**src/hw/rtl/vc_pkg.sv**
```systemverilog
// Shared types and constants for the velocity_components block.
// No dependencies; used by every RTL module of the block.
`default_nettype none

package vc_pkg;

  localparam int VALUE_WIDTH_DEF = 24;
  localparam int ITERATIONS_DEF  = 16;
  localparam int ANGLE_WIDTH     = 16;
  localparam int GUARD_BITS      = 8;
  localparam int Z_WIDTH         = 33;

  // Angle in 1/64 degree
  localparam int UNITS_PER_DEG   = 64;
  localparam int HALF_TURN_UNITS = 180 * UNITS_PER_DEG;
  localparam int FULL_TURN       = 2 * HALF_TURN_UNITS;
  localparam int QUARTER_TURN    = FULL_TURN / 4;
  localparam int TURN_WIDTH      = $clog2(FULL_TURN);
  localparam int R_WIDTH         = $clog2(QUARTER_TURN);

  // Degrees to radians: z = r*A + floor((r*B + half) / HALF_TURN_UNITS)
  localparam longint PI_Q30        = 64'sd3373259426;
  localparam longint PI_STEP_INT   = PI_Q30 / HALF_TURN_UNITS;
  localparam longint PI_STEP_FRAC  = PI_Q30 % HALF_TURN_UNITS;
  localparam int     FRAC_SHIFT    = 8;
  localparam longint RECIP_DIV     = HALF_TURN_UNITS / (2 ** FRAC_SHIFT);
  localparam int     RECIP_SHIFT   = 24;
  localparam longint RECIP         = ((64'sd1 << RECIP_SHIFT) + RECIP_DIV - 1) / RECIP_DIV;

  // CORDIC gain compensation, Q24, split in two halves for the multipliers
  localparam longint GAIN_Q24   = 64'sd10188014;
  localparam int     GAIN_SPLIT = 12;
  localparam longint GAIN_HI    = GAIN_Q24 >> GAIN_SPLIT;
  localparam longint GAIN_LO    = GAIN_Q24 % (64'sd1 << GAIN_SPLIT);
  localparam int     GAIN_SHIFT = 24 - GUARD_BITS;

  // atan(2^-i), radians, Q30
  localparam logic [31:0] ATAN_Q30 [32] = '{
    32'h3243F6A8, 32'h1DAC6705, 32'h0FADBAFC, 32'h07F56EA6, 32'h03FEAB76, 32'h01FFD55B,
    32'h00FFFAAA, 32'h007FFF55, 32'h003FFFEA, 32'h001FFFFD, 32'h000FFFFF, 32'h0007FFFF,
    32'h0003FFFF, 32'h0001FFFF, 32'h0000FFFF, 32'h00007FFF, 32'h00003FFF, 32'h00001FFF,
    32'h00000FFF, 32'h000007FF, 32'h000003FF, 32'h000001FF, 32'h000000FF, 32'h0000007F,
    32'h0000003F, 32'h0000001F, 32'h0000000F, 32'h00000008, 32'h00000004, 32'h00000002,
    32'h00000001, 32'h00000000
  };

  typedef enum logic [1:0] {
    QUAD_0   = 2'd0,
    QUAD_90  = 2'd1,
    QUAD_180 = 2'd2,
    QUAD_270 = 2'd3
  } quad_t;

  // Control that travels alongside each transaction in the pipeline
  typedef struct packed {
    logic  valid;
    quad_t quad;
  } ctl_t;

endpackage

`default_nettype wire

```
**src/hw/rtl/vc_front.sv**
```systemverilog
// Front end: angle reduction to quadrant + residual, degree-to-radian scaling,
// and gain compensation of the speed. Five registered stages. Uses vc_pkg.
`default_nettype none

module vc_front #(
  parameter int VALUE_WIDTH = vc_pkg::VALUE_WIDTH_DEF
) (
  input  logic                                          clk,
  input  logic                                          rst,
  input  logic                                          en,
  input  logic                                          in_valid,
  input  logic signed [VALUE_WIDTH-1:0]                 velocity,
  input  logic signed [vc_pkg::ANGLE_WIDTH-1:0]         angle_deg,
  output vc_pkg::ctl_t                                  ctl,
  output logic signed [VALUE_WIDTH+vc_pkg::GUARD_BITS+1:0] x0,
  output logic signed [vc_pkg::Z_WIDTH-1:0]             z0
);
  import vc_pkg::*;

  localparam int XW  = VALUE_WIDTH + GUARD_BITS + 2;
  localparam int PW  = VALUE_WIDTH + GAIN_SPLIT + 1;
  localparam int SW  = XW + GAIN_SHIFT;
  localparam int AW  = ANGLE_WIDTH + 2;
  localparam int P1W = Z_WIDTH - 2;
  localparam int TW  = 26;
  localparam int UW  = TW - FRAC_SHIFT;
  localparam int QW  = UW + 19;
  localparam int FW  = QW - RECIP_SHIFT;

  localparam logic signed [AW-1:0] FULL_S = AW'(FULL_TURN);
  localparam logic [TURN_WIDTH-1:0] T90  = TURN_WIDTH'(QUARTER_TURN);
  localparam logic [TURN_WIDTH-1:0] T180 = TURN_WIDTH'(2 * QUARTER_TURN);
  localparam logic [TURN_WIDTH-1:0] T270 = TURN_WIDTH'(3 * QUARTER_TURN);
  localparam logic [GAIN_SPLIT-1:0] G_HI = GAIN_SPLIT'(GAIN_HI);
  localparam logic [GAIN_SPLIT-1:0] G_LO = GAIN_SPLIT'(GAIN_LO);

  // stage 1: angle modulo one turn
  logic                          v1;
  logic signed [VALUE_WIDTH-1:0] vel1;
  logic [TURN_WIDTH-1:0]         m1;
  logic signed [AW-1:0]          ang_ext, m_full;

  assign ang_ext = angle_deg;

  always_comb begin
    priority if (ang_ext < -FULL_S) begin
      m_full = ang_ext + FULL_S + FULL_S;
    end else if (ang_ext < 0) begin
      m_full = ang_ext + FULL_S;
    end else if (ang_ext >= FULL_S) begin
      m_full = ang_ext - FULL_S;
    end else begin
      m_full = ang_ext;
    end
  end

  // stage 2: quadrant and residual
  logic                          v2;
  logic signed [VALUE_WIDTH-1:0] vel2;
  quad_t                         q2, quad_next;
  logic [R_WIDTH-1:0]            r2;
  logic [TURN_WIDTH-1:0]         diff;

  always_comb begin
    priority if (m1 >= T270) begin
      quad_next = QUAD_270;
      diff      = m1 - T270;
    end else if (m1 >= T180) begin
      quad_next = QUAD_180;
      diff      = m1 - T180;
    end else if (m1 >= T90) begin
      quad_next = QUAD_90;
      diff      = m1 - T90;
    end else begin
      quad_next = QUAD_0;
      diff      = m1;
    end
  end

  // stage 3: integer and fractional parts of the radian scaling, gain halves
  logic                 v3;
  quad_t                q3;
  logic [P1W-1:0]       p1_3;
  logic [UW-1:0]        u3;
  logic signed [PW-1:0] ph3, pl3;
  logic [TW-1:0]        t_next;

  assign t_next = TW'(r2) * TW'(PI_STEP_FRAC) + TW'(HALF_TURN_UNITS / 2);

  // stage 4: reciprocal multiply for the small quotient, gain sum and rounding
  logic                 v4;
  quad_t                q4;
  logic [P1W-1:0]       p1_4;
  logic [FW-1:0]        f4;
  logic signed [XW-1:0] x4;
  logic [QW-1:0]        recip_prod;
  logic signed [SW-1:0] ph_ext, pl_ext, xsum;

  assign recip_prod = QW'(u3) * QW'(RECIP);
  assign ph_ext     = ph3;
  assign pl_ext     = pl3;
  assign xsum       = (ph_ext <<< GAIN_SPLIT) + pl_ext + SW'(2 ** (GAIN_SHIFT - 1));

  always_ff @(posedge clk) begin
    if (rst) begin
      v1        <= 1'b0;
      v2        <= 1'b0;
      v3        <= 1'b0;
      v4        <= 1'b0;
      ctl.valid <= 1'b0;
    end else if (en) begin
      v1        <= in_valid;
      v2        <= v1;
      v3        <= v2;
      v4        <= v3;
      ctl.valid <= v4;
      ctl.quad  <= q4;
    end
  end

  always_ff @(posedge clk) begin
    if (en) begin
      vel1     <= velocity;
      m1       <= m_full[TURN_WIDTH-1:0];
      vel2     <= vel1;
      q2       <= quad_next;
      r2       <= diff[R_WIDTH-1:0];
      q3       <= q2;
      p1_3     <= P1W'(r2) * P1W'(PI_STEP_INT);
      u3       <= t_next[TW-1:FRAC_SHIFT];
      ph3      <= vel2 * $signed({1'b0, G_HI});
      pl3      <= vel2 * $signed({1'b0, G_LO});
      q4       <= q3;
      p1_4     <= p1_3;
      f4       <= recip_prod[QW-1:RECIP_SHIFT];
      x4       <= xsum[SW-1:GAIN_SHIFT];
      x0       <= x4;
      z0       <= $signed({2'b00, p1_4} + Z_WIDTH'(f4));
    end
  end

endmodule

`default_nettype wire

```
**config.mk**
```make
export PLATFORM = sky130hd
export DESIGN_NAME = vc_front
export DESIGN_NICKNAME = d
export VERILOG_FILES = /design/src/hw/rtl/vc_pkg.sv /design/src/hw/rtl/vc_front.sv
export SDC_FILE = /design/constraint.sdc
export NUM_CORES = 2
export LEC_CHECK = 0
export BUFFER_PORTS_ARGS = -buffer_cell sky130_fd_sc_hd__buf_2
export CORE_UTILIZATION = 37
export DETAILED_ROUTE_END_ITERATION = 12
export PLACE_DENSITY_LB_ADDON = 0.05
export SYNTH_ARGS = -nofsm -noshare
export SYNTH_HDL_FRONTEND = slang
export SYNTH_SLANG_ARGS = --single-unit
export TNS_END_PERCENT = 30
```
**constraint.sdc**
```tcl
create_clock -name clk -period 18.1 [get_ports clk]
set_input_delay 3.62 -clock clk [delete_from_list [all_inputs] [get_ports clk]]
set_output_delay 3.62 -clock clk [all_outputs]
set_load 0.02 [all_outputs]
```
# ---- Word level (Yosys, flattened, before mapping)
# Cells that the tools add are included.
dict set report word_totals {
  regBits 355
  word_cells 55
  output_inout_bits 70
  input_bits 44
}
dict set report op_classes {
  add_sub_neg 10
  reduce_logical 2
  n_bitwise 1
  n_lt_le_gt_ge 6
  n_mux 8
  multipliers 5
}
# op count
set ops {}
lappend ops {{49-bit by 36-bit adder with 50-bit output} 1}
lappend ops {{50-bit by 17-bit adder with 50-bit output (second input constant)} 1}
lappend ops {{15-bit two-way mux} 3}
lappend ops {{13-bit two-way mux} 3}
lappend ops {{24-bit by 13-bit multiplier with 37-bit output (second input constant)} 1}
lappend ops {{18-bit by 17-bit multiplier with 35-bit output (second input constant)} 1}
lappend ops {{24-bit by 11-bit multiplier with 35-bit output (second input constant)} 1}
lappend ops {{31-bit by 13-bit adder with 32-bit output} 1}
lappend ops {{13-bit by 19-bit multiplier with 31-bit output (second input constant)} 1}
lappend ops {{15-bit adder (second input constant)} 2}
lappend ops {{26-bit by 13-bit adder with 26-bit output (second input constant)} 1}
lappend ops {{13-bit by 12-bit multiplier with 25-bit output (second input constant)} 1}
lappend ops {{16-bit greater-or-equal comparator (second input constant)} 1}
lappend ops {{16-bit by 1-bit less-than comparator with 1-bit output (second input constant)} 1}
lappend ops {{16-bit less-than comparator (second input constant)} 1}
lappend ops {{15-bit by 13-bit greater-or-equal comparator with 1-bit output (second input constant)} 1}
lappend ops {{15-bit by 14-bit greater-or-equal comparator with 1-bit output (second input constant)} 1}
lappend ops {{15-bit greater-or-equal comparator (second input constant)} 1}
lappend ops {{15-bit subtractor (second input constant)} 1}
lappend ops {{13-bit by 10-bit subtractor with 13-bit output (second input constant)} 1}
lappend ops {{13-bit by 12-bit subtractor with 13-bit output (second input constant)} 1}
lappend ops {{13-bit subtractor (second input constant)} 1}
lappend ops {{1-bit two-way mux} 2}
lappend ops {{2-bit AND reduction} 1}
lappend ops {{other kinds (2)} 2}

# ---- Longest topological paths before layout
dict set report logic_depth {
  ltp_word 4
  ltp_mapped 20
  mapped_depth_nobuf 20
}

# ---- Worst setup path before layout
# OpenSTA, ideal clock, no wires.
dict set report synth_path {
  path_type {flip-flop to flip-flop}
  start {register r2[3]}
  end {register u3[16] (data pin)}
  n_path_buf 0
  arrival_ns 5.620
  setup_time_ns 0.267
  slack_ns 12.213
  period_less_slack_ns 5.887
  stages_incl_launch_ff 20
  required_ns 17.833
  cell_sequence {edfxtp_1 inv_1 fa_1 fa_1 fa_1 inv_1 fa_1 inv_1 fa_1 inv_1 ha_1 a21o_1 a21o_1 a21o_1 a31o_2 a31oi_1 xnor2_1 or4b_4 nor4b_2 xor2_1}
}
dict set report synth_between {
  elab_chain_cells 2
}
# item line
set synth_lines {}
lappend synth_lines {{start: declaration} vc_front.sv:61} ;# logic [R_WIDTH-1:0] r2;
lappend synth_lines {{start signal: assignment} vc_front.sv:127} ;# r2 <= diff[R_WIDTH-1:0];
lappend synth_lines {{13-bit by 12-bit multiplier with 25-bit output} vc_front.sv:88} ;# assign t_next = TW'(r2) * TW'(PI_STEP_FRAC) + TW'(HALF_TURN_UNITS / 2);
lappend synth_lines {{26-bit by 13-bit adder with 26-bit output} vc_front.sv:88}
lappend synth_lines {{named net t_next[24]} vc_front.sv:86} ;# logic [TW-1:0] t_next;
lappend synth_lines {{end signal: assignment} vc_front.sv:130} ;# u3 <= t_next[TW-1:FRAC_SHIFT];
lappend synth_lines {{end: declaration} vc_front.sv:84} ;# logic [UW-1:0] u3;
# The timed path passes the listed nets, and every way through them passes these cells.
# A chain may end at the register's enable or synchronous reset.

# ---- Worst setup path in the final report
dict set report layout_path {
  start {register r2[9]}
  end {register p1_3[28] (data pin)}
}
dict set report layout_between {
  elab_chain_cells 1
}
# item line
set layout_lines {}
lappend layout_lines {{13-bit by 19-bit multiplier with 31-bit output} vc_front.sv:129} ;# p1_3 <= P1W'(r2) * P1W'(PI_STEP_INT);
lappend layout_lines {{end signal: assignment} vc_front.sv:129}
lappend layout_lines {{end: declaration} vc_front.sv:83} ;# logic [P1W-1:0] p1_3;
# Every way passes these cells.

==> results.cfg <==
[status]
outcome = completed

[drt]
drc_errors = 0
wire_per_inst_um = 18.4
wirelength_um = 85600
vias = 22500
drt_first_pass_iters = 5
ant_nets = 0
drt-initial-drc-count = 1061
via_per_inst = 4.83

[min_path]
hold_path_end = vel2[17]$_DFFE_PP_
worstHoldStart = vel1[17]$_DFFE_PP_
hold_class = flip-flop to flip-flop
holdPathStages = 0

[global_routing]
antenna_found_initial = 4
grt_overflow_total = 0
grt_usage = 0.178
grt_max_degree = 83
grt_pass1_wl_um = 136000
grt_pass1_vias = 24600

[final_layout]
syn2layout_area_growth_pct = 10.0
drive_above_1_share = 0.0659
nFillCells = 9319
nets = 4415
fin_cells = 4659

[floorplan]
die_h_um = 315
ios = 114
core-area_sq_um = 96700
fp.dieW_um = 315
rows = 114
die_area_sq_um = 99000
start_util = 0.374

[sta]
finalHoldViolCount = 0
setup_tns_ns = 0
drv_slew = 0
slew-limit-headroom = 0.266
tightest_slew_ns = 1.09
clock.fmax_ghz = 0.155
setup_viol = 0
min_period_ns = 6.47
min_period_over_period = 0.357
skew_ns = 0.0531
rsz0062_at_grt = no

[synthesis]
async_flop_share = 0
synth_cell_types = 74
synth_area_sq_um = 36200
ys_seq_elements = 343
synth_area_per_cell_sq_um = 11.3
synth_fp_nets = 4266
synth_edf_count = 338
ys.flop_type = edfxtp_1
seq_area_frac_synth = 0.283
postSynthCellCount = 3197
yosysWarnings = 0

[worst_setup_path]
worstSetupEndpointType = flip-flop
critical_path_class = flip-flop to flip-flop
worstReg2RegStart = r2[9]$_DFFE_PP_
rrSetupSlack_ns = 11.63
reg2regPathDepth = 19
required_ns = 18.52
arrival_ns = 6.89
crit_fanout = 10
start_kind = flip-flop
r2r-end = p1_3[28]$_DFFE_PP_

[cts]
postCtsResizedCells = 0
clk_pin_slew_ns = 0.07
h-tree-depth = 2
cts_num_sinks = 343
tritoncts = done
root_buffer = clkbuf_16
hold_buffers = 0
clk_path_buf_depth = 3
numCtsBuffers = 44
clk_latency_ns = 0.63
post_cts_buffers = 0

[job]
drv_cap = 0

[place]
gp_congestion = 0.861
dpl.hpwl_um = 71700
dp.cells = 4576
io_buffers = 112
==> registers in the layout (all words and copies together) (netlist names) <==
| signal | flops |
|---|---|
| v2 | 1 |
| r2 | 13 |
| q4 | 2 |
| p1_4 | 31 |
| vel2 | 24 |
| q3 | 2 |
| v3 | 1 |
| pl3 | 24 |
| ctl | 3 |
| x0 | 34 |
| q2 | 2 |
| f4 | 13 |
| u3 | 18 |
| p1_3 | 31 |
| x4 | 34 |
| z0 | 32 |
| vel1 | 24 |
| m1 | 15 |
| v4 | 1 |
| v1 | 1 |
| ph3 | 37 |
==> layer usage <==
layer,up-vias,track usage,part of all wire
li1,10900,-,-
met1,11300,0.234,0.46
met5,-,0,0.00020
met2,260,0.312,0.50
met3,92,0.0221,0.023
met4,2,0.0421,0.021
==> metrics by stage <==
step	utilization	setup slack, ns	hold slack, ns	area (sq um)
floorplan	-	12.21	0.400	36200
global placement	0.396	11.85	0.402	38300
detailed placement	0.396	11.62	0.405	38300
CTS	0.411	11.59	0.405	39800
global route	0.411	11.29	0.416	39800
finish	0.411	11.63	0.408	39800
==> worst max path at each step <==
stage / startpoint / end / slack [ns] / depth (start not counted)
final: r2[9]$_DFFE_PP_ / p1_3[28]$_DFFE_PP_ / 11.63 / 19
after global routing: vel2[7]$_DFFE_PP_ / pl3[29]$_DFFE_PP_ / 11.29 / 19
after CTS: r2[9]$_DFFE_PP_ / p1_3[28]$_DFFE_PP_ / 11.59 / 19
after detailed placement: r2[9]$_DFFE_PP_ / p1_3[28]$_DFFE_PP_ / 11.62 / 19
after global placement: r2[2]$_DFFE_PP_ / u3[16]$_DFFE_PP_ / 11.85 / 19
after floorplan: r2[3]$_DFFE_PP_ / u3[16]$_DFFE_PP_ / 12.21 / 19
==> area by class of cell <==
cell class | count | area (sq um) | share of cell area
antenna | 1 | 2.50 | 0.0000629
clock buffer | 54 | 1210 | 0.0305
clock inverter | 28 | 250 | 0.00629
inverter | 802 | 3010 | 0.0757
multi-input combinational | 2037 | 22800 | 0.574
sequential | 343 | 10200 | 0.258
tap | 1276 | 1600 | 0.0401
timing repair buffer | 118 | 616 | 0.0155
==> cell usage after synthesis, types with 6 or more instances <==
cell,count,area share
a21boi_0,6,0.0012
a221oi_1,6,0.0015
a211oi_1,15,0.0031
o21bai_1,16,0.0033
inv_1,802,0.083
nand4_1,17,0.0029
clkbuf_1,14,0.0015
or2_2,10,0.0017
nand2_1,76,0.0079
edfxtp_1,338,0.28
nor2b_1,24,0.0042
and4_1,9,0.0022
o31ai_1,12,0.0025
or3_1,8,0.0014
o211ai_1,8,0.0017
ha_1,566,0.20
a31oi_1,21,0.0036
o21a_1,23,0.0048
o21ai_0,71,0.0098
fa_1,459,0.25
nor2_1,102,0.011
mux2i_1,8,0.0022
nand3_1,31,0.0043
a31o_2,6,0.0015
a21o_1,71,0.015
xnor2_1,144,0.035
a21oi_1,123,0.017
nand2b_1,16,0.0028
and3_1,16,0.0028
and2_1,6,0.0010
xor2_1,51,0.012
nor3_1,26,0.0036
==> cell usage in the layout (no fill, tap or decap), types with 71 or more instances in the layout <==
cell / instances
inv_1: 802
nand2_1: 76
a21oi_1: 123
nor2_1: 102
buf_2: 111
edfxtp_1: 338
ha_1: 566
a21o_1: 71
xnor2_1: 144
o21ai_0: 71
fa_1: 459
==> critical path: stages, from the launching register on <==
cell	delay (ns)
edfxtp_1	0.77
inv_1	0.28
fa_1	0.50
inv_1	0.18
fa_1	0.45
fa_1	0.51
inv_1	0.06
fa_1	0.52
inv_1	0.05
fa_1	0.47
ha_1	0.37
nand2_1	0.14
nor3_1	0.07
and3_1	0.18
a21oi_1	0.22
a31oi_1	0.19
o221a_2	0.33
o31ai_1	0.24
or4b_2	0.60
o311ai_0	0.12
==> kinds of logic after synthesis <==
family	Yosys count	synth area share
mux	8	0.00221
compound gates	442	0.0810
flops	343	0.283
xor+xnor	195	0.0472
buf+inv	817	0.0849
other cells	1	0.000104
fa+ha+maj	1025	0.450
simple gates	366	0.0512
Power is left out: the tool's default activity adds up to more than one toggle a clock period on the data nets, which glitch-free logic cannot reach.
