## src/hw/rtl/vc_pkg.sv

```systemverilog
// Shared types and constants for the velocity_components block.
// No dependencies; used by every RTL module of the block.
`default_nettype none

package vc_pkg;

  localparam int VALUE_WIDTH_DEF = 24;
  localparam int ITERATIONS_DEF  = 16;
  localparam int ANGLE_WIDTH     = 16;
  localparam int GUARD_BITS      = 8;
  localparam int Z_WIDTH         = 33;

  // Angle in 1/64 degree
  localparam int UNITS_PER_DEG   = 64;
  localparam int HALF_TURN_UNITS = 180 * UNITS_PER_DEG;
  localparam int FULL_TURN       = 2 * HALF_TURN_UNITS;
  localparam int QUARTER_TURN    = FULL_TURN / 4;
  localparam int TURN_WIDTH      = $clog2(FULL_TURN);
  localparam int R_WIDTH         = $clog2(QUARTER_TURN);

  // Degrees to radians: z = r*A + floor((r*B + half) / HALF_TURN_UNITS)
  localparam longint PI_Q30        = 64'sd3373259426;
  localparam longint PI_STEP_INT   = PI_Q30 / HALF_TURN_UNITS;
  localparam longint PI_STEP_FRAC  = PI_Q30 % HALF_TURN_UNITS;
  localparam int     FRAC_SHIFT    = 8;
  localparam longint RECIP_DIV     = HALF_TURN_UNITS / (2 ** FRAC_SHIFT);
  localparam int     RECIP_SHIFT   = 24;
  localparam longint RECIP         = ((64'sd1 << RECIP_SHIFT) + RECIP_DIV - 1) / RECIP_DIV;

  // CORDIC gain compensation, Q24, split in two halves for the multipliers
  localparam longint GAIN_Q24   = 64'sd10188014;
  localparam int     GAIN_SPLIT = 12;
  localparam longint GAIN_HI    = GAIN_Q24 >> GAIN_SPLIT;
  localparam longint GAIN_LO    = GAIN_Q24 % (64'sd1 << GAIN_SPLIT);
  localparam int     GAIN_SHIFT = 24 - GUARD_BITS;

  // atan(2^-i), radians, Q30
  localparam logic [31:0] ATAN_Q30 [32] = '{
    32'h3243F6A8, 32'h1DAC6705, 32'h0FADBAFC, 32'h07F56EA6, 32'h03FEAB76, 32'h01FFD55B,
    32'h00FFFAAA, 32'h007FFF55, 32'h003FFFEA, 32'h001FFFFD, 32'h000FFFFF, 32'h0007FFFF,
    32'h0003FFFF, 32'h0001FFFF, 32'h0000FFFF, 32'h00007FFF, 32'h00003FFF, 32'h00001FFF,
    32'h00000FFF, 32'h000007FF, 32'h000003FF, 32'h000001FF, 32'h000000FF, 32'h0000007F,
    32'h0000003F, 32'h0000001F, 32'h0000000F, 32'h00000008, 32'h00000004, 32'h00000002,
    32'h00000001, 32'h00000000
  };

  typedef enum logic [1:0] {
    QUAD_0   = 2'd0,
    QUAD_90  = 2'd1,
    QUAD_180 = 2'd2,
    QUAD_270 = 2'd3
  } quad_t;

  // Control that travels alongside each transaction in the pipeline
  typedef struct packed {
    logic  valid;
    quad_t quad;
  } ctl_t;

endpackage

`default_nettype wire

```

## src/hw/rtl/vc_cordic_cell.sv

```systemverilog
// One CORDIC rotation cell: a fixed shift and one arctangent constant.
// Registered outputs feed the next cell. Uses vc_pkg.
`default_nettype none

module vc_cordic_cell #(
  parameter int VALUE_WIDTH = vc_pkg::VALUE_WIDTH_DEF,
  parameter int STAGE       = 0
) (
  input  logic                                             clk,
  input  logic                                             rst,
  input  logic                                             en,
  input  vc_pkg::ctl_t                                     ctl_i,
  input  logic signed [VALUE_WIDTH+vc_pkg::GUARD_BITS+1:0] x_i,
  input  logic signed [VALUE_WIDTH+vc_pkg::GUARD_BITS+1:0] y_i,
  input  logic signed [vc_pkg::Z_WIDTH-1:0]                z_i,
  output vc_pkg::ctl_t                                     ctl_o,
  output logic signed [VALUE_WIDTH+vc_pkg::GUARD_BITS+1:0] x_o,
  output logic signed [VALUE_WIDTH+vc_pkg::GUARD_BITS+1:0] y_o,
  output logic signed [vc_pkg::Z_WIDTH-1:0]                z_o
);
  import vc_pkg::*;

  localparam int XW = VALUE_WIDTH + GUARD_BITS + 2;
  localparam logic signed [Z_WIDTH-1:0] ATAN_Z = $signed({1'b0, ATAN_Q30[STAGE]});

  logic signed [XW-1:0]      xs, ys, x_next, y_next;
  logic signed [Z_WIDTH-1:0] z_next;

  // arithmetic shift = floor toward minus infinity
  assign xs = x_i >>> STAGE;
  assign ys = y_i >>> STAGE;

  always_comb begin
    if (!z_i[Z_WIDTH-1]) begin
      x_next = x_i - ys;
      y_next = y_i + xs;
      z_next = z_i - ATAN_Z;
    end else begin
      x_next = x_i + ys;
      y_next = y_i - xs;
      z_next = z_i + ATAN_Z;
    end
  end

  always_ff @(posedge clk) begin
    if (rst) begin
      ctl_o.valid <= 1'b0;
    end else if (en) begin
      ctl_o.valid <= ctl_i.valid;
      ctl_o.quad  <= ctl_i.quad;
    end
  end

  always_ff @(posedge clk) begin
    if (en) begin
      x_o        <= x_next;
      y_o        <= y_next;
      z_o        <= z_next;
    end
  end

endmodule

`default_nettype wire

```

## config.mk

```make
export PLATFORM = sky130hd
export DESIGN_NAME = vc_cordic_cell
export DESIGN_NICKNAME = d
export VERILOG_FILES = /design/src/hw/rtl/vc_pkg.sv /design/src/hw/rtl/vc_cordic_cell.sv
export SDC_FILE = /design/constraint.sdc
export NUM_CORES = 1
export LEC_CHECK = 0
export BUFFER_PORTS_ARGS = -buffer_cell sky130_fd_sc_hd__buf_2
export CORE_ASPECT_RATIO = 0.75
export CORE_MARGIN = 5
export CORE_UTILIZATION = 55
export DETAILED_ROUTE_END_ITERATION = 10
export HOLD_SLACK_MARGIN = 0.12
export PLACE_DENSITY = 0.8
export SLEW_MARGIN = 40
export SYNTH_ARGS = -nofsm -noshare
export SYNTH_HDL_FRONTEND = slang
export SYNTH_SLANG_ARGS = --single-unit
export TNS_END_PERCENT = 20
```

## constraint.sdc

```tcl
create_clock -name clk -period 5 [get_ports clk]
set_input_delay 0 -clock clk [delete_from_list [all_inputs] [get_ports clk]]
set_output_delay 0 -clock clk [all_outputs]
set_load 0.01 [all_outputs]
```

Word level (Yosys, flattened, before mapping)
Index checks and enable logic that the tools add are counted.

Muxes and demuxes: 3. Reduce and logical (&&, ||, !) cells: 1. Add/sub/neg operators: 5. Bitwise logic cells: 1.

Operators by type and width (count): $mux W34 (2); $sub A34 B34 Y34 (2); $add A34 B34 Y34 (1); $add A33 B31 Y33 const B (1); $mux W33 (1); $sub A33 B31 Y33 const B (1); $reduce_and A2 Y1 (1); $not A1 Y1 (1).

Bits in registers: 104. Input port bits: 107.

Longest topological paths before layout
Gate-level depths: netlist (run 1).

Depth after elaboration: 2. Gate-level depth with buffers: 14. Mapped depth without buffers: 12.

Least setup slack after synthesis (run 1)
Ideal clock, no wire load.

Kind: in2reg. From: input port z_i[32] (netlist name). To: register z_o[29] (netlist name), data pin. Buffers on the path: 3. Required time: 4.737 ns. Setup slack: 1.606 ns. Stages: 14. Data arrival time: 3.131 ns. Path through: buf_2 > inv_1 > clkbuf_1 > buf_1 > ha_1 > and3_1 > a221oi_2 > nand2_1 > a31oi_1 > o211ai_1 > nand2_1 > nor2_1 > a311oi_1 > xnor2_1.

Word-level cells in the longest chain between the ends: 1.

RTL lines: from (decl) (RTL line vc_cordic_cell.sv:15) `input logic signed [vc_pkg::Z_WIDTH-1:0] z_i,`; $mux W33 (RTL line vc_cordic_cell.sv:34) `if (!z_i[Z_WIDTH-1]) begin`; via z_next[29] (RTL line vc_cordic_cell.sv:27) `logic signed [Z_WIDTH-1:0] z_next;`; to (signal assigned) (RTL line vc_cordic_cell.sv:58) `z_o <= z_next;`; to (decl) (RTL line vc_cordic_cell.sv:19) `output logic signed [vc_pkg::Z_WIDTH-1:0] z_o`.

The timed path passes the listed nets, and every way through them passes these cells. A chain may end at the register's enable or synchronous reset.

Final worst setup path (run 1)
From: input port y_i[0] (netlist name). To: register y_o[30] (netlist name), data pin.

Word-level cells in the longest chain between the ends: 2. Elaborated cells on any way between the ends: 3. Classes of those cells: add/sub: 2; mux: 1.

RTL lines: from (decl) (RTL line vc_cordic_cell.sv:14) `input logic signed [VALUE_WIDTH+vc_pkg::GUARD_BITS+1:0] y_i,`; $add A34 B34 Y34 / $sub A34 B34 Y34 (equally long branches) (RTL line vc_cordic_cell.sv:36, vc_cordic_cell.sv:40); $mux W34 (*) (RTL line vc_cordic_cell.sv:34); via y_next[30] (RTL line vc_cordic_cell.sv:26) `logic signed [XW-1:0] xs, ys, x_next, y_next;`; to (signal assigned) (RTL line vc_cordic_cell.sv:57) `y_o <= y_next;`; to (decl) (RTL line vc_cordic_cell.sv:18) `output logic signed [VALUE_WIDTH+vc_pkg::GUARD_BITS+1:0] y_o,`.

The timed path passes the listed nets; every way through them passes the cells marked *.

==> metrics.txt, run 1 <==
# TYPE chip_impl_metric gauge
chip_impl_metric{name="maxCapViolCount",unit=""} 0
chip_impl_metric{name="setup_viol_count_final",unit=""} 0
chip_impl_info{name="r2r_start",value="ctl_o[2]"} 1
chip_impl_metric{name="antenna-diode-count",unit=""} 0
chip_impl_info{name="synth_top_cell_by_area",value="edfxtp_1"} 1
chip_impl_metric{name="first_global_vias",unit=""} 9064
chip_impl_info{name="cell_by_cell_trace_of_the_critical_path",value="dlygate4sd3_1, buf_2, ha_1, fa_1, nor2b_1, o211ai_1, a31o_2, o211ai_2, a211oi_2, nor3b_1, a2111oi_2, o21ai_0, xnor2_1"} 1
chip_impl_metric{name="grt_start_max_net_pins",unit=""} 56
chip_impl_metric{name="area_of_the_multi_input_gates",unit="mm2"} 0.00669
chip_impl_info{name="combinational_family_with_the_most_area_after_synthesis",value="compound AO/OA/AOI/OAI gates"} 1
chip_impl_metric{name="synth.ff_latch_count",unit=""} 103
chip_impl_metric{name="timing_max_transition_violations_final",unit=""} 0
chip_impl_metric{name="max-vdd-ir-drop",unit="mV"} 0.175
chip_impl_metric{name="hpwlAfterDp",unit="um"} 25000
chip_impl_metric{name="post_drt_via_cell_ratio",unit=""} 6.08
chip_impl_metric{name="total_power",unit="uW"} 3170
chip_impl_metric{name="total_switching_power",unit="uW"} 1180
chip_impl_metric{name="tns",unit="ns"} 0
chip_impl_metric{name="final_antenna_net_count",unit=""} 0
chip_impl_metric{name="synthesis.area_per_instance",unit="um2"} 8.81
chip_impl_metric{name="post_route_cells_drive_above_1_share",unit=""} 0.188
chip_impl_metric{name="worst_pin_slew",unit="ns"} 0.810
chip_impl_metric{name="ys_warnings",unit=""} 0
chip_impl_info{name="worstSetupEndpoint",value="y_o[30]"} 1
chip_impl_info{name="ranking_of_synthesized_cells_by_area",value="edfxtp_1 29%, ha_1 15%, xnor2_1 6.0%"} 1
chip_impl_metric{name="fp.dieW",unit="um"} 169
chip_impl_metric{name="achievable-frequency",unit="MHz"} 284
chip_impl_metric{name="grt_first_pass_wirelength",unit="um"} 48500
chip_impl_metric{name="minimum_setup_slack_among_reg_to_reg_paths",unit="ns"} 3.85
chip_impl_metric{name="synthArstFlopShare",unit=""} 0
chip_impl_metric{name="final_min_period_over_clock_period",unit=""} 0.703
chip_impl_metric{name="finalClockSkew",unit="ns"} 0
chip_impl_metric{name="flow.area_growth_from_synthesis",unit="%"} 15.0
chip_impl_metric{name="timing.critical_path.arrival",unit="ns"} 3.62
chip_impl_metric{name="cell_internal_power_dissipation",unit="uW"} 1990
chip_impl_metric{name="global_route.overflow_total",unit=""} 0
chip_impl_metric{name="total_count_of_hold_check_failures_in_the_final_report",unit=""} 0
chip_impl_info{name="clock_tree.root_cell",value="clkbuf_16"} 1
chip_impl_metric{name="synth-simple-area-share",unit=""} 0.139
chip_impl_metric{name="path_clk_slew",unit="ns"} 0.08
chip_impl_metric{name="finalWeightedCongestion",unit=""} 0.984
chip_impl_metric{name="synth_xor_area_frac",unit=""} 0.0766
chip_impl_metric{name="synth.mux.area_fraction",unit=""} 0.0251
chip_impl_info{name="cpMaxStageDelayCell",value="dlygate4sd3_1"} 1
chip_impl_metric{name="netlist_instances",unit=""} 1182
chip_impl_metric{name="register_area_share_after_synthesis",unit=""} 0.296
chip_impl_metric{name="seq_power_share",unit=""} 0.371
chip_impl_metric{name="final-seq-area",unit="mm2"} 0.00308
chip_impl_metric{name="synth_enable_flop_cells",unit=""} 102
chip_impl_metric{name="cts_htree_levels",unit=""} 3
chip_impl_metric{name="power_switching_share",unit=""} 0.372
chip_impl_info{name="critical_path.endpoint_type",value="flip-flop"} 1
chip_impl_info{name="tritoncts_clock_tree",value="done"} 1
chip_impl_info{name="outcome",value="finished, final reports clean"} 1
chip_impl_info{name="hold_path_class",value="primary input to flip-flop"} 1
chip_impl_metric{name="wl_per_cell",unit="um"} 19.4
chip_impl_metric{name="synth_nets",unit=""} 1421
chip_impl_metric{name="synth_top_area_share",unit=""} 0.294
chip_impl_metric{name="fillers",unit=""} 1573
chip_impl_info{name="dominantRegCellSynth",value="edfxtp_1"} 1
chip_impl_metric{name="route.final.wire_length",unit="um"} 31400
chip_impl_metric{name="clk-insertion-delay-late",unit="ns"} 0.36
chip_impl_metric{name="synth-compound-area-share",unit=""} 0.241
chip_impl_info{name="rsz_0062_raised_after_global_routing",value="no"} 1
chip_impl_metric{name="max_slew_margin",unit=""} 0.459
chip_impl_metric{name="finalWorstSetupSlack",unit="ns"} 1.48
chip_impl_metric{name="buffer_ports.inserted",unit=""} 210
chip_impl_metric{name="required_time_of_the_critical_path",unit="ns"} 5.11
chip_impl_metric{name="p_comb_frac",unit=""} 0.409
chip_impl_metric{name="start_util",unit=""} 0.561
chip_impl_info{name="reg2reg_to",value="ctl_o[2]"} 1
chip_impl_metric{name="power_frac_clock",unit=""} 0.220
chip_impl_info{name="cp-start-kind",value="primary input"} 1
chip_impl_metric{name="crit_path_max_fanout",unit=""} 5
chip_impl_metric{name="worst_r2r_path_depth",unit=""} 3
chip_impl_metric{name="floorplan.rows",unit=""} 43
chip_impl_metric{name="grt_antenna_before_repair",unit=""} 0
chip_impl_metric{name="finalCoreUtilization",unit=""} 0.645
chip_impl_metric{name="synth_adder_area_share",unit=""} 0.162
chip_impl_metric{name="drtPass1Iterations",unit=""} 8
chip_impl_metric{name="leakagePower",unit="uW"} 0.00545
chip_impl_metric{name="netlist-cell-type-count",unit=""} 79
chip_impl_metric{name="design.portCount",unit=""} 211
chip_impl_metric{name="number_of_nets_at_the_end_of_the_flow",unit=""} 1604
chip_impl_metric{name="first_iter_violations",unit=""} 1003
chip_impl_metric{name="areal_power_density_over_the_cells",unit="mW/mm2"} 265
chip_impl_metric{name="die_h",unit="um"} 129
chip_impl_metric{name="clock_path_buffers",unit=""} 2
chip_impl_metric{name="num_vias",unit=""} 9831
chip_impl_metric{name="core-area",unit="mm2"} 0.0186
chip_impl_metric{name="cp_slowest_stage_delay",unit="ns"} 0.53
chip_impl_metric{name="post-route-min-period",unit="ns"} 3.52
chip_impl_metric{name="remaining_drc_errors",unit=""} 0
chip_impl_info{name="criticalPathCategory",value="primary input to flip-flop"} 1
chip_impl_metric{name="synth_area",unit="mm2"} 0.0104
chip_impl_metric{name="place_worst_setup_slack",unit="ns"} 1.35
chip_impl_metric{name="cts_num_sinks",unit=""} 103
chip_impl_metric{name="post_cts_resized",unit=""} 0
chip_impl_metric{name="groute.usage.overall",unit=""} 0.280
chip_impl_metric{name="cts_inserted_buffers",unit=""} 9
chip_impl_info{name="crit_path_start",value="y_i[0]"} 1
chip_impl_metric{name="die-area",unit="mm2"} 0.0218
-- what timing repair did --
item | 4_1_cts | 5_1_grt
buffers inserted | 0 | 0
endpoints found under the hold margin | 13 | 0
hold buffers | 12 | 0
-- Yosys cell counts, types with 16 or more instances --
library cell and n:
edfxtp_1 102, xor2_1 20, a21oi_1 122, nor2b_1 22, nand3_1 24, inv_1 107
a21o_1 40, nor2_1 84, xnor2_1 71, o21ai_0 73, ha_1 128, mux2i_1 25
buf_2 16, nand2_1 51, a31oi_1 20, clkbuf_1 28, nor3_1 19, o21bai_1 23
-- power groups by stage --
stage	sequential (uW)	combinational, uW	clock, uW
after detailed placement	1200	1260	0
after global placement	1190	1250	0
after global routing	1190	1400	742
final	1180	1300	696
after floorplan	1270	744	0
after CTS	1180	1270	705
-- worst max-delay path: cells and delay by family --
family,cells,cell delay [ns]
AOI/OAI and AO/OA,6,1.83
xor gates and xnor gates,1,0.17
adders and majority gates,2,0.64
buffers and inverters,2,0.67
and+or+nand+nor,2,0.31
-- worst min path at each step --
stage | start | depth (start not counted) | slack [ns] | to
detailed placement | z_i[0] | 1 | 0.18 | z_o[0]
finish | y_i[33] | 3 | 0.12 | x_o[33]
global placement | z_i[1] | 1 | 0.18 | z_o[1]
floorplan | rst | 1 | 0.07 | ctl_o[2]
global route | y_i[33] | 3 | 0.13 | x_o[33]
CTS | y_i[33] | 3 | 0.12 | x_o[33]
-- cell usage in the layout, fill, tap and decap left out, types with 5 or more instances in the layout --
cell | Yosys | routed
a31oi_1 | 20 | 20
xor2_1 | 20 | 20
inv_1 | 107 | 106
o21ai_0 | 73 | 73
o21a_1 | 10 | 10
edfxtp_1 | 102 | 102
and3_1 | 11 | 11
ha_1 | 128 | 128
nand4_1 | 14 | 14
nor3b_1 | 8 | 8
nor2b_1 | 22 | 22
dlygate4sd3_1 | 0 | 12
xnor2_1 | 71 | 71
nor3_1 | 19 | 19
nor2_1 | 84 | 84
o21bai_1 | 23 | 23
a21oi_1 | 122 | 122
a211oi_1 | 11 | 11
o22ai_1 | 7 | 7
or2_2 | 5 | 5
a21o_1 | 40 | 40
buf_2 | 16 | 209
or3_1 | 7 | 7
o211ai_1 | 7 | 7
clkbuf_16 | 0 | 9
mux2i_1 | 25 | 25
nand2_1 | 51 | 51
nand3_1 | 24 | 24
buf_4 | 2 | 5
a2111oi_0 | 6 | 6
nand2b_1 | 13 | 13
and2_1 | 6 | 6
-- cells by family after synthesis --
| logic type | after synthesis |
|---|---|
| xor gates and xnor gates | 91 |
| DFF | 103 |
| muxes | 26 |
| adders and majority gates | 132 |
| buffers and inverters | 161 |
| and+or+nand+nor | 285 |
| AOI/OAI and AO/OA | 384 |
-- registers in the layout, summed over array words and instances (netlist names) --
signal and count:
ctl_o 3, x_o 33, y_o 34, z_o 33
-- layout make-up --
class / instances / share of cell area
clock buffer: 10 / 0.0191
inverter: 107 / 0.0336
clock inverter: 6 / 0.00450
timing repair buffer: 226 / 0.101
tap: 247 / 0.0258
sequential: 103 / 0.258
multi-input combinational: 918 / 0.559
-- per-layer routing --
| layer | vias up | share of wire | GRT usage | wire, um |
|---|---|---|---|---|
| li1 | 4645 | - | - | - |
| met1 | 4564 | 0.46 | 0.413 | 14300 |
| met2 | 571 | 0.41 | 0.406 | 12800 |
| met3 | 51 | 0.12 | 0.0756 | 3630 |
| met4 | 0 | 0.020 | 0.0730 | 614 |
| met5 | - | 0 | 0 | 0 |
-- metrics by stage --
| step | std cells | hold slack, ns | instance area [um2] |
|---|---|---|---|
| final | 1617 | 0.123 | 12000 |
| after global routing | 1617 | 0.127 | 12000 |
| after CTS | 1617 | 0.125 | 12000 |
| after detailed placement | 1589 | 0.178 | 11600 |
| after global placement | 1589 | 0.176 | 11600 |
| after floorplan | 1182 | 0.0724 | 10400 |
Note: power is estimated with default switching activity, not from simulation.
==> inputs of run 2 (changes only) <==
==> constraint.sdc (replaced) <==
create_clock -name clk -period 3.3 [get_ports clk]
set_input_delay 0 -clock clk [delete_from_list [all_inputs] [get_ports clk]]
set_output_delay 0 -clock clk [all_outputs]
set_load 0.01 [all_outputs]
==> run 2 against run 1 <==
Compared with the run above: clock power increased by 54%; die area unchanged; utilization grew 2.3 points; sequential share of layout area fell by 0.88 points; count of clock-buffer cells in the layout is 1 lower; first-iteration DRC count increased by 15%; via count grew 2.6%; combinational power up 60%; critical path type unchanged; critical endpoint unchanged; largest cell class unchanged.
==> metrics.txt, run 2 (synthesis gave the netlist of run 1 again) <==
# TYPE chip_impl_metric gauge
chip_impl_metric{name="required_time_of_the_critical_path",unit="ns"} 3.41
chip_impl_metric{name="final_min_period_over_clock_period",unit=""} 0.979
chip_impl_metric{name="cts_inserted_buffers",unit=""} 9
chip_impl_metric{name="post-route-min-period",unit="ns"} 3.23
chip_impl_metric{name="clk-insertion-delay-late",unit="ns"} 0.36
chip_impl_metric{name="die_h",unit="um"} 129
chip_impl_metric{name="hpwlAfterDp",unit="um"} 26500
chip_impl_metric{name="wl_per_cell",unit="um"} 19.6
chip_impl_metric{name="leakagePower",unit="uW"} 0.00570
chip_impl_info{name="outcome",value="finished, final reports clean"} 1
chip_impl_metric{name="post_drt_via_cell_ratio",unit=""} 6.04
chip_impl_metric{name="place_worst_setup_slack",unit="ns"} 0.190
chip_impl_metric{name="cts_num_sinks",unit=""} 103
chip_impl_metric{name="grt_first_pass_wirelength",unit="um"} 50400
chip_impl_info{name="reg.largest.list",value="y_o x34, x_o x33, z_o x33"} 1
chip_impl_info{name="largest_register",value="y_o"} 1
chip_impl_metric{name="finalWorstSetupSlack",unit="ns"} 0.0684
chip_impl_info{name="clock_tree.root_cell",value="clkbuf_16"} 1
chip_impl_metric{name="floorplan.rows",unit=""} 43
chip_impl_metric{name="worst_pin_slew",unit="ns"} 0.794
chip_impl_metric{name="timing.critical_path.arrival",unit="ns"} 3.34
chip_impl_metric{name="achievable-frequency",unit="MHz"} 309
chip_impl_metric{name="post_route_cells_drive_above_1_share",unit=""} 0.217
chip_impl_metric{name="first_iter_violations",unit=""} 1151
chip_impl_metric{name="place_area",unit="mm2"} 0.0119
chip_impl_metric{name="finalClockSkew",unit="ns"} 0
chip_impl_metric{name="final-seq-area",unit="mm2"} 0.00308
chip_impl_metric{name="clock_path_buffers",unit=""} 2
chip_impl_metric{name="design.portCount",unit=""} 211
chip_impl_metric{name="timing_max_transition_violations_final",unit=""} 0
chip_impl_info{name="tritoncts_clock_tree",value="done"} 1
chip_impl_metric{name="groute.usage.overall",unit=""} 0.291
chip_impl_metric{name="setup_viol_count_final",unit=""} 0
chip_impl_metric{name="worst_hold_slack",unit="ns"} 0.132
chip_impl_metric{name="global_route.overflow_total",unit=""} 0
chip_impl_metric{name="first_global_vias",unit=""} 9314
chip_impl_metric{name="grt_antenna_before_repair",unit=""} 1
chip_impl_metric{name="cts_htree_levels",unit=""} 3
chip_impl_info{name="cp-start-kind",value="primary input"} 1
chip_impl_metric{name="die-area",unit="mm2"} 0.0218
chip_impl_metric{name="crit_path_max_fanout",unit=""} 5
chip_impl_metric{name="number_of_nets_at_the_end_of_the_flow",unit=""} 1656
chip_impl_metric{name="buffer_ports.inserted",unit=""} 210
chip_impl_info{name="critical_path.endpoint_type",value="flip-flop"} 1
chip_impl_info{name="mostFrequentLayoutCell",value="buf_2"} 1
chip_impl_metric{name="num_vias",unit=""} 10100
chip_impl_info{name="criticalPathCategory",value="primary input to flip-flop"} 1
chip_impl_metric{name="max_slew_margin",unit=""} 0.471
chip_impl_metric{name="remaining_drc_errors",unit=""} 0
chip_impl_metric{name="finalWeightedCongestion",unit=""} 1.00
chip_impl_metric{name="final_antenna_net_count",unit=""} 0
chip_impl_metric{name="finalCoreUtilization",unit=""} 0.668
chip_impl_metric{name="core-area",unit="mm2"} 0.0186
chip_impl_metric{name="total_count_of_hold_check_failures_in_the_final_report",unit=""} 0
chip_impl_metric{name="area_of_the_multi_input_gates",unit="mm2"} 0.00672
chip_impl_metric{name="drtPass1Iterations",unit=""} 5
chip_impl_metric{name="start_util",unit=""} 0.561
chip_impl_metric{name="placed_cells",unit=""} 1638
chip_impl_metric{name="instances_no_fill",unit=""} 1669
chip_impl_info{name="hold_path_class",value="primary input to flip-flop"} 1
chip_impl_metric{name="route.final.wire_length",unit="um"} 32700
chip_impl_info{name="commonest_non_fill_non_tap_cells_in_the_layout",value="209 x buf_2, 128 x ha_1, 121 x a21oi_1"} 1
chip_impl_metric{name="areal_power_density_over_the_cells",unit="mW/mm2"} 398
chip_impl_info{name="rsz_0062_raised_after_global_routing",value="yes"} 1
chip_impl_metric{name="path_clk_slew",unit="ns"} 0.08
chip_impl_metric{name="fillers",unit=""} 1589
chip_impl_metric{name="maxCapViolCount",unit=""} 0
chip_impl_metric{name="antenna-diode-count",unit=""} 0
chip_impl_metric{name="max_reg_flops",unit=""} 34
chip_impl_metric{name="max-vdd-ir-drop",unit="mV"} 0.257
chip_impl_metric{name="design_area",unit="mm2"} 0.0124
chip_impl_metric{name="grt_start_max_net_pins",unit=""} 64
chip_impl_metric{name="fp.dieW",unit="um"} 169
chip_impl_metric{name="flow.area_growth_from_synthesis",unit="%"} 19.1
run 2: changes by cell type in the layout (fill, tap and decap cells not counted), sizes merged:
cell         delta
buf            +51
clkbuf          -1
clkinvlp        -1
dlygate4sd3     +1
inv             +2
run 2: cell type report:
class / instances / area share
sequential: 103 / 0.249
inverter: 107 / 0.0324
clock inverter: 7 / 0.00495
clock buffer: 9 / 0.0182
timing repair buffer: 278 / 0.129
multi-input combinational: 918 / 0.542
tap: 247 / 0.0249
run 2: through the flow:
step / setup TNS, ns / power (uW)
after global routing: -0.0871 / 5190
final: 0 / 4930
after detailed placement: 0 / 3830
after floorplan: 0 / 3060
after global placement: 0 / 3810
after CTS: 0 / 4910
run 2: path summary, 6_finish.rpt:
path | depth (start not counted) | end | startpoint | slack [ns]
worst max-delay path | 13 | y_o[30] | y_i[0] | 0.07
worst min-delay path | 3 | x_o[33] | x_i[33] | 0.13
worst max register to register | 3 | ctl_o[2] | ctl_o[2] | 2.15
worst min register to register | 3 | ctl_o[2] | ctl_o[2] | 1.07
run 2: critical path, cell delays in order:
cell,delay [ns]
dlygate4sd3_1,0.55
buf_2,0.15
ha_1,0.21
fa_1,0.42
nor2b_1,0.18
o211ai_1,0.22
a31o_2,0.25
o211ai_4,0.14
a211oi_4,0.42
nor3b_1,0.11
a2111oi_2,0.37
o21ai_0,0.16
xnor2_1,0.15
run 2: per-layer routing:
metal,GRT usage,vias to the layer above,wire length (um)
li1,-,4758,-
met1,0.444,4692,15000
met2,0.424,583,13500
met3,0.0656,50,3550
met4,0.0563,2,575
met5,0,-,13
run 2: what timing repair did:
action,4_1_cts,5_1_grt
buffers inserted,0,2
setup endpoints to repair,0,9
hold endpoints to repair,14,0
resized for setup,0,7
hold buffers,13,0
run 2: power by group:
| group | leakage [uW] | internal [uW] | total (uW) | switching, uW |
|---|---|---|---|---|
| clock network | 0.000142 | 530 | 1070 | 535 |
| logic | 0.00455 | 839 | 2080 | 1240 |
| registers | 0.00101 | 1730 | 1790 | 66.2 |
==> inputs of run 3 (changes only) <==
--- a/config.mk
+++ b/config.mk
@@ -5,13 +5,14 @@
 export SDC_FILE = /design/constraint.sdc
 export NUM_CORES = 1
 export LEC_CHECK = 0
-export BUFFER_PORTS_ARGS = -buffer_cell sky130_fd_sc_hd__buf_2
 export CORE_ASPECT_RATIO = 0.75
 export CORE_MARGIN = 5
 export CORE_UTILIZATION = 55
 export DETAILED_ROUTE_END_ITERATION = 10
+export DONT_BUFFER_PORTS = 1
 export HOLD_SLACK_MARGIN = 0.12
-export PLACE_DENSITY = 0.8
+export PLACE_DENSITY = 0.7
+export SETUP_SLACK_MARGIN = 0.4
 export SLEW_MARGIN = 40
 export SYNTH_ARGS = -nofsm -noshare
 export SYNTH_HDL_FRONTEND = slang
==> run 3 against run 2 <==
Compared with the run above: sequential share of layout area is 1.9 points higher; non-clock buffer count decreased by 208; via count down 7.5%; sequential cell count unchanged; clock skew unchanged; register-to-register slack lost 0.06 ns; wire length decreased by 1.4%; hold slack better by 0.0073 ns; utilization shrank 4.7 points; count of clock-buffer cells in the layout unchanged; largest cell class unchanged.
==> metrics.txt, run 3 (synthesis gave the netlist of run 1 again) <==
# TYPE chip_impl_metric gauge
chip_impl_metric{name="drtPass1Iterations",unit=""} 6
chip_impl_metric{name="wl_per_cell",unit="um"} 22.1
chip_impl_metric{name="path_clk_slew",unit="ns"} 0.08
chip_impl_metric{name="placed_cells",unit=""} 1400
chip_impl_metric{name="final_min_period_over_clock_period",unit=""} 0.868
chip_impl_metric{name="tns",unit="ns"} 0
chip_impl_metric{name="grt_start_max_net_pins",unit=""} 102
chip_impl_metric{name="fp.dieW",unit="um"} 169
chip_impl_metric{name="required_time_of_the_critical_path",unit="ns"} 3.39
chip_impl_metric{name="grt_antenna_before_repair",unit=""} 1
chip_impl_metric{name="finalCoreUtilization",unit=""} 0.620
chip_impl_info{name="critical_path.endpoint_type",value="flip-flop"} 1
chip_impl_metric{name="cts_inserted_buffers",unit=""} 9
chip_impl_info{name="commonest_non_fill_non_tap_cells_in_the_layout",value="128 x ha_1, 122 x a21oi_1, 106 x inv_1"} 1
chip_impl_metric{name="timing.critical_path.buf_inv",unit=""} 3
chip_impl_metric{name="cp_slowest_stage_delay",unit="ns"} 0.58
chip_impl_metric{name="cts.repair_timing.setup_buffer_count",unit=""} 0
chip_impl_metric{name="antenna-diode-count",unit=""} 0
chip_impl_metric{name="route.final.wire_length",unit="um"} 32300
chip_impl_metric{name="remaining_drc_errors",unit=""} 0
chip_impl_metric{name="post_route_cells_drive_above_1_share",unit=""} 0.0601
chip_impl_info{name="hold_path_class",value="primary input to flip-flop"} 1
chip_impl_metric{name="crit_path_max_fanout",unit=""} 4
chip_impl_metric{name="areal_power_density_over_the_cells",unit="mW/mm2"} 415
chip_impl_metric{name="clock_path_buffers",unit=""} 2
chip_impl_metric{name="design.portCount",unit=""} 211
chip_impl_metric{name="total_count_of_hold_check_failures_in_the_final_report",unit=""} 0
chip_impl_metric{name="core-area",unit="mm2"} 0.0186
chip_impl_info{name="clock_tree.root_cell",value="clkbuf_16"} 1
chip_impl_metric{name="finalClockSkew",unit="ns"} 0
chip_impl_metric{name="hpwlAfterDp",unit="um"} 24500
chip_impl_metric{name="leakagePower",unit="uW"} 0.00490
chip_impl_metric{name="worst_pin_slew",unit="ns"} 0.604
chip_impl_metric{name="die-area",unit="mm2"} 0.0218
chip_impl_info{name="criticalPathCategory",value="primary input to flip-flop"} 1
chip_impl_metric{name="start_util",unit=""} 0.561
chip_impl_metric{name="cts_htree_levels",unit=""} 3
chip_impl_metric{name="timing.critical_path.arrival",unit="ns"} 2.95
chip_impl_metric{name="max-vdd-ir-drop",unit="mV"} 0.222
chip_impl_info{name="cpMaxStageDelayCell",value="dlygate4sd3_1"} 1
chip_impl_metric{name="die_h",unit="um"} 129
chip_impl_metric{name="achievable-frequency",unit="MHz"} 349
chip_impl_metric{name="global_route.overflow_total",unit=""} 0
chip_impl_info{name="outcome",value="finished, final reports clean"} 1
chip_impl_info{name="tritoncts_clock_tree",value="done"} 1
chip_impl_info{name="cp-start-kind",value="primary input"} 1
chip_impl_metric{name="final_antenna_net_count",unit=""} 0
chip_impl_info{name="critPathTopFamily",value="compound AO/OA/AOI/OAI gates"} 1
chip_impl_metric{name="finalWeightedCongestion",unit=""} 0.998
chip_impl_info{name="reg.largest.list",value="y_o x34, x_o x33, z_o x33"} 1
chip_impl_metric{name="instances_no_fill",unit=""} 1461
chip_impl_info{name="mostFrequentLayoutCell",value="ha_1"} 1
chip_impl_metric{name="num_vias",unit=""} 9326
chip_impl_info{name="rsz_0062_raised_after_global_routing",value="yes"} 1
chip_impl_metric{name="grt_first_pass_wirelength",unit="um"} 49500
chip_impl_metric{name="maxCapViolCount",unit=""} 0
chip_impl_metric{name="first_iter_violations",unit=""} 1055
chip_impl_info{name="cell_by_cell_trace_of_the_critical_path",value="inv_1, ha_1, dlygate4sd3_1, inv_1, o21ai_1, a41o_1, a31oi_1, o21bai_1, a31oi_1, o21ai_0, mux2i_1, xnor2_1"} 1
chip_impl_metric{name="buffer_ports.inserted",unit=""} 0
chip_impl_metric{name="flow.area_growth_from_synthesis",unit="%"} 10.6
chip_impl_metric{name="number_of_nets_at_the_end_of_the_flow",unit=""} 1448
chip_impl_metric{name="post_drt_via_cell_ratio",unit=""} 6.38
chip_impl_metric{name="cts_num_sinks",unit=""} 103
chip_impl_metric{name="groute.usage.overall",unit=""} 0.287
chip_impl_metric{name="clk-insertion-delay-late",unit="ns"} 0.35
chip_impl_metric{name="floorplan.rows",unit=""} 43
chip_impl_metric{name="timing_max_transition_violations_final",unit=""} 0
chip_impl_metric{name="post-route-min-period",unit="ns"} 2.86
chip_impl_info{name="largest_register",value="y_o"} 1
chip_impl_metric{name="max_slew_margin",unit=""} 0.587
chip_impl_metric{name="max_reg_flops",unit=""} 34
chip_impl_metric{name="first_global_vias",unit=""} 8631
chip_impl_metric{name="setup_viol_count_final",unit=""} 0
==> run 3: cell types whose count changed in the layout (fill, tap and decap cells not counted), moves of 2 or more <==
cell           before  now
buf_4              56   25
buf_16              0    2
clkinv_8            0    2
buf_2             209    0
o31ai_2             0    2
dlygate4sd3_1      13   43
==> run 3: power breakdown <==
| part | switching [uW] | internal, uW |
|---|---|---|
| Combinational | 987 | 667 |
| Clock | 547 | 615 |
| Sequential | 215 | 1740 |
| Total | 1750 | 3020 |
==> run 3: cell type report <==
| type | instances | area (um2) |
|---|---|---|
| Clock buffer | 9 | 225 |
| Clock inverter | 7 | 100 |
| Fill cell | 1604 | 7050 |
| Inverter | 107 | 402 |
| Multi-Input combinational cell | 918 | 6720 |
| Sequential cell | 103 | 3080 |
| Tap cell | 247 | 309 |
| Timing Repair Buffer | 70 | 673 |
==> run 3: repair_timing <==
| item | CTS | global route |
|---|---|---|
| gates resized for setup | 0 | 5 |
| setup endpoints to repair | 0 | 11 |
| hold buffers | 44 | 1 |
| hold endpoints to repair | 172 | 7 |
==> run 3: worst paths after layout <==
path,slack (ns),to,depth (start not counted),start
min,0.14,z_o[17],2,z_i[17]
max reg2reg,2.09,ctl_o[2],3,ctl_o[2]
min reg2reg,1.15,ctl_o[2],3,ctl_o[2]
max,0.44,x_o[16],12,x_i[2]
==> run 3: stage by stage <==
step	power, uW	instance area (um2)	worst slack (ns)	hold WS (ns)
floorplan	3060	10400	0.471	0.0724
global route	5030	11500	0.327	0.136
global placement	3460	10700	0.199	0.0734
detailed placement	3470	10700	0.239	0.0902
finish	4770	11500	0.436	0.139
CTS	4750	11500	0.490	0.121
==> run 3: metal layers <==
metal / wire, um / up-vias / part of all wire / track usage
met5: 34 / - / 0.0011 / 0
met4: 454 / 4 / 0.014 / 0.0549
met3: 3750 / 38 / 0.12 / 0.0653
met2: 13200 / 570 / 0.41 / 0.420
met1: 14800 / 4365 / 0.46 / 0.436
li1: - / 4349 / - / -
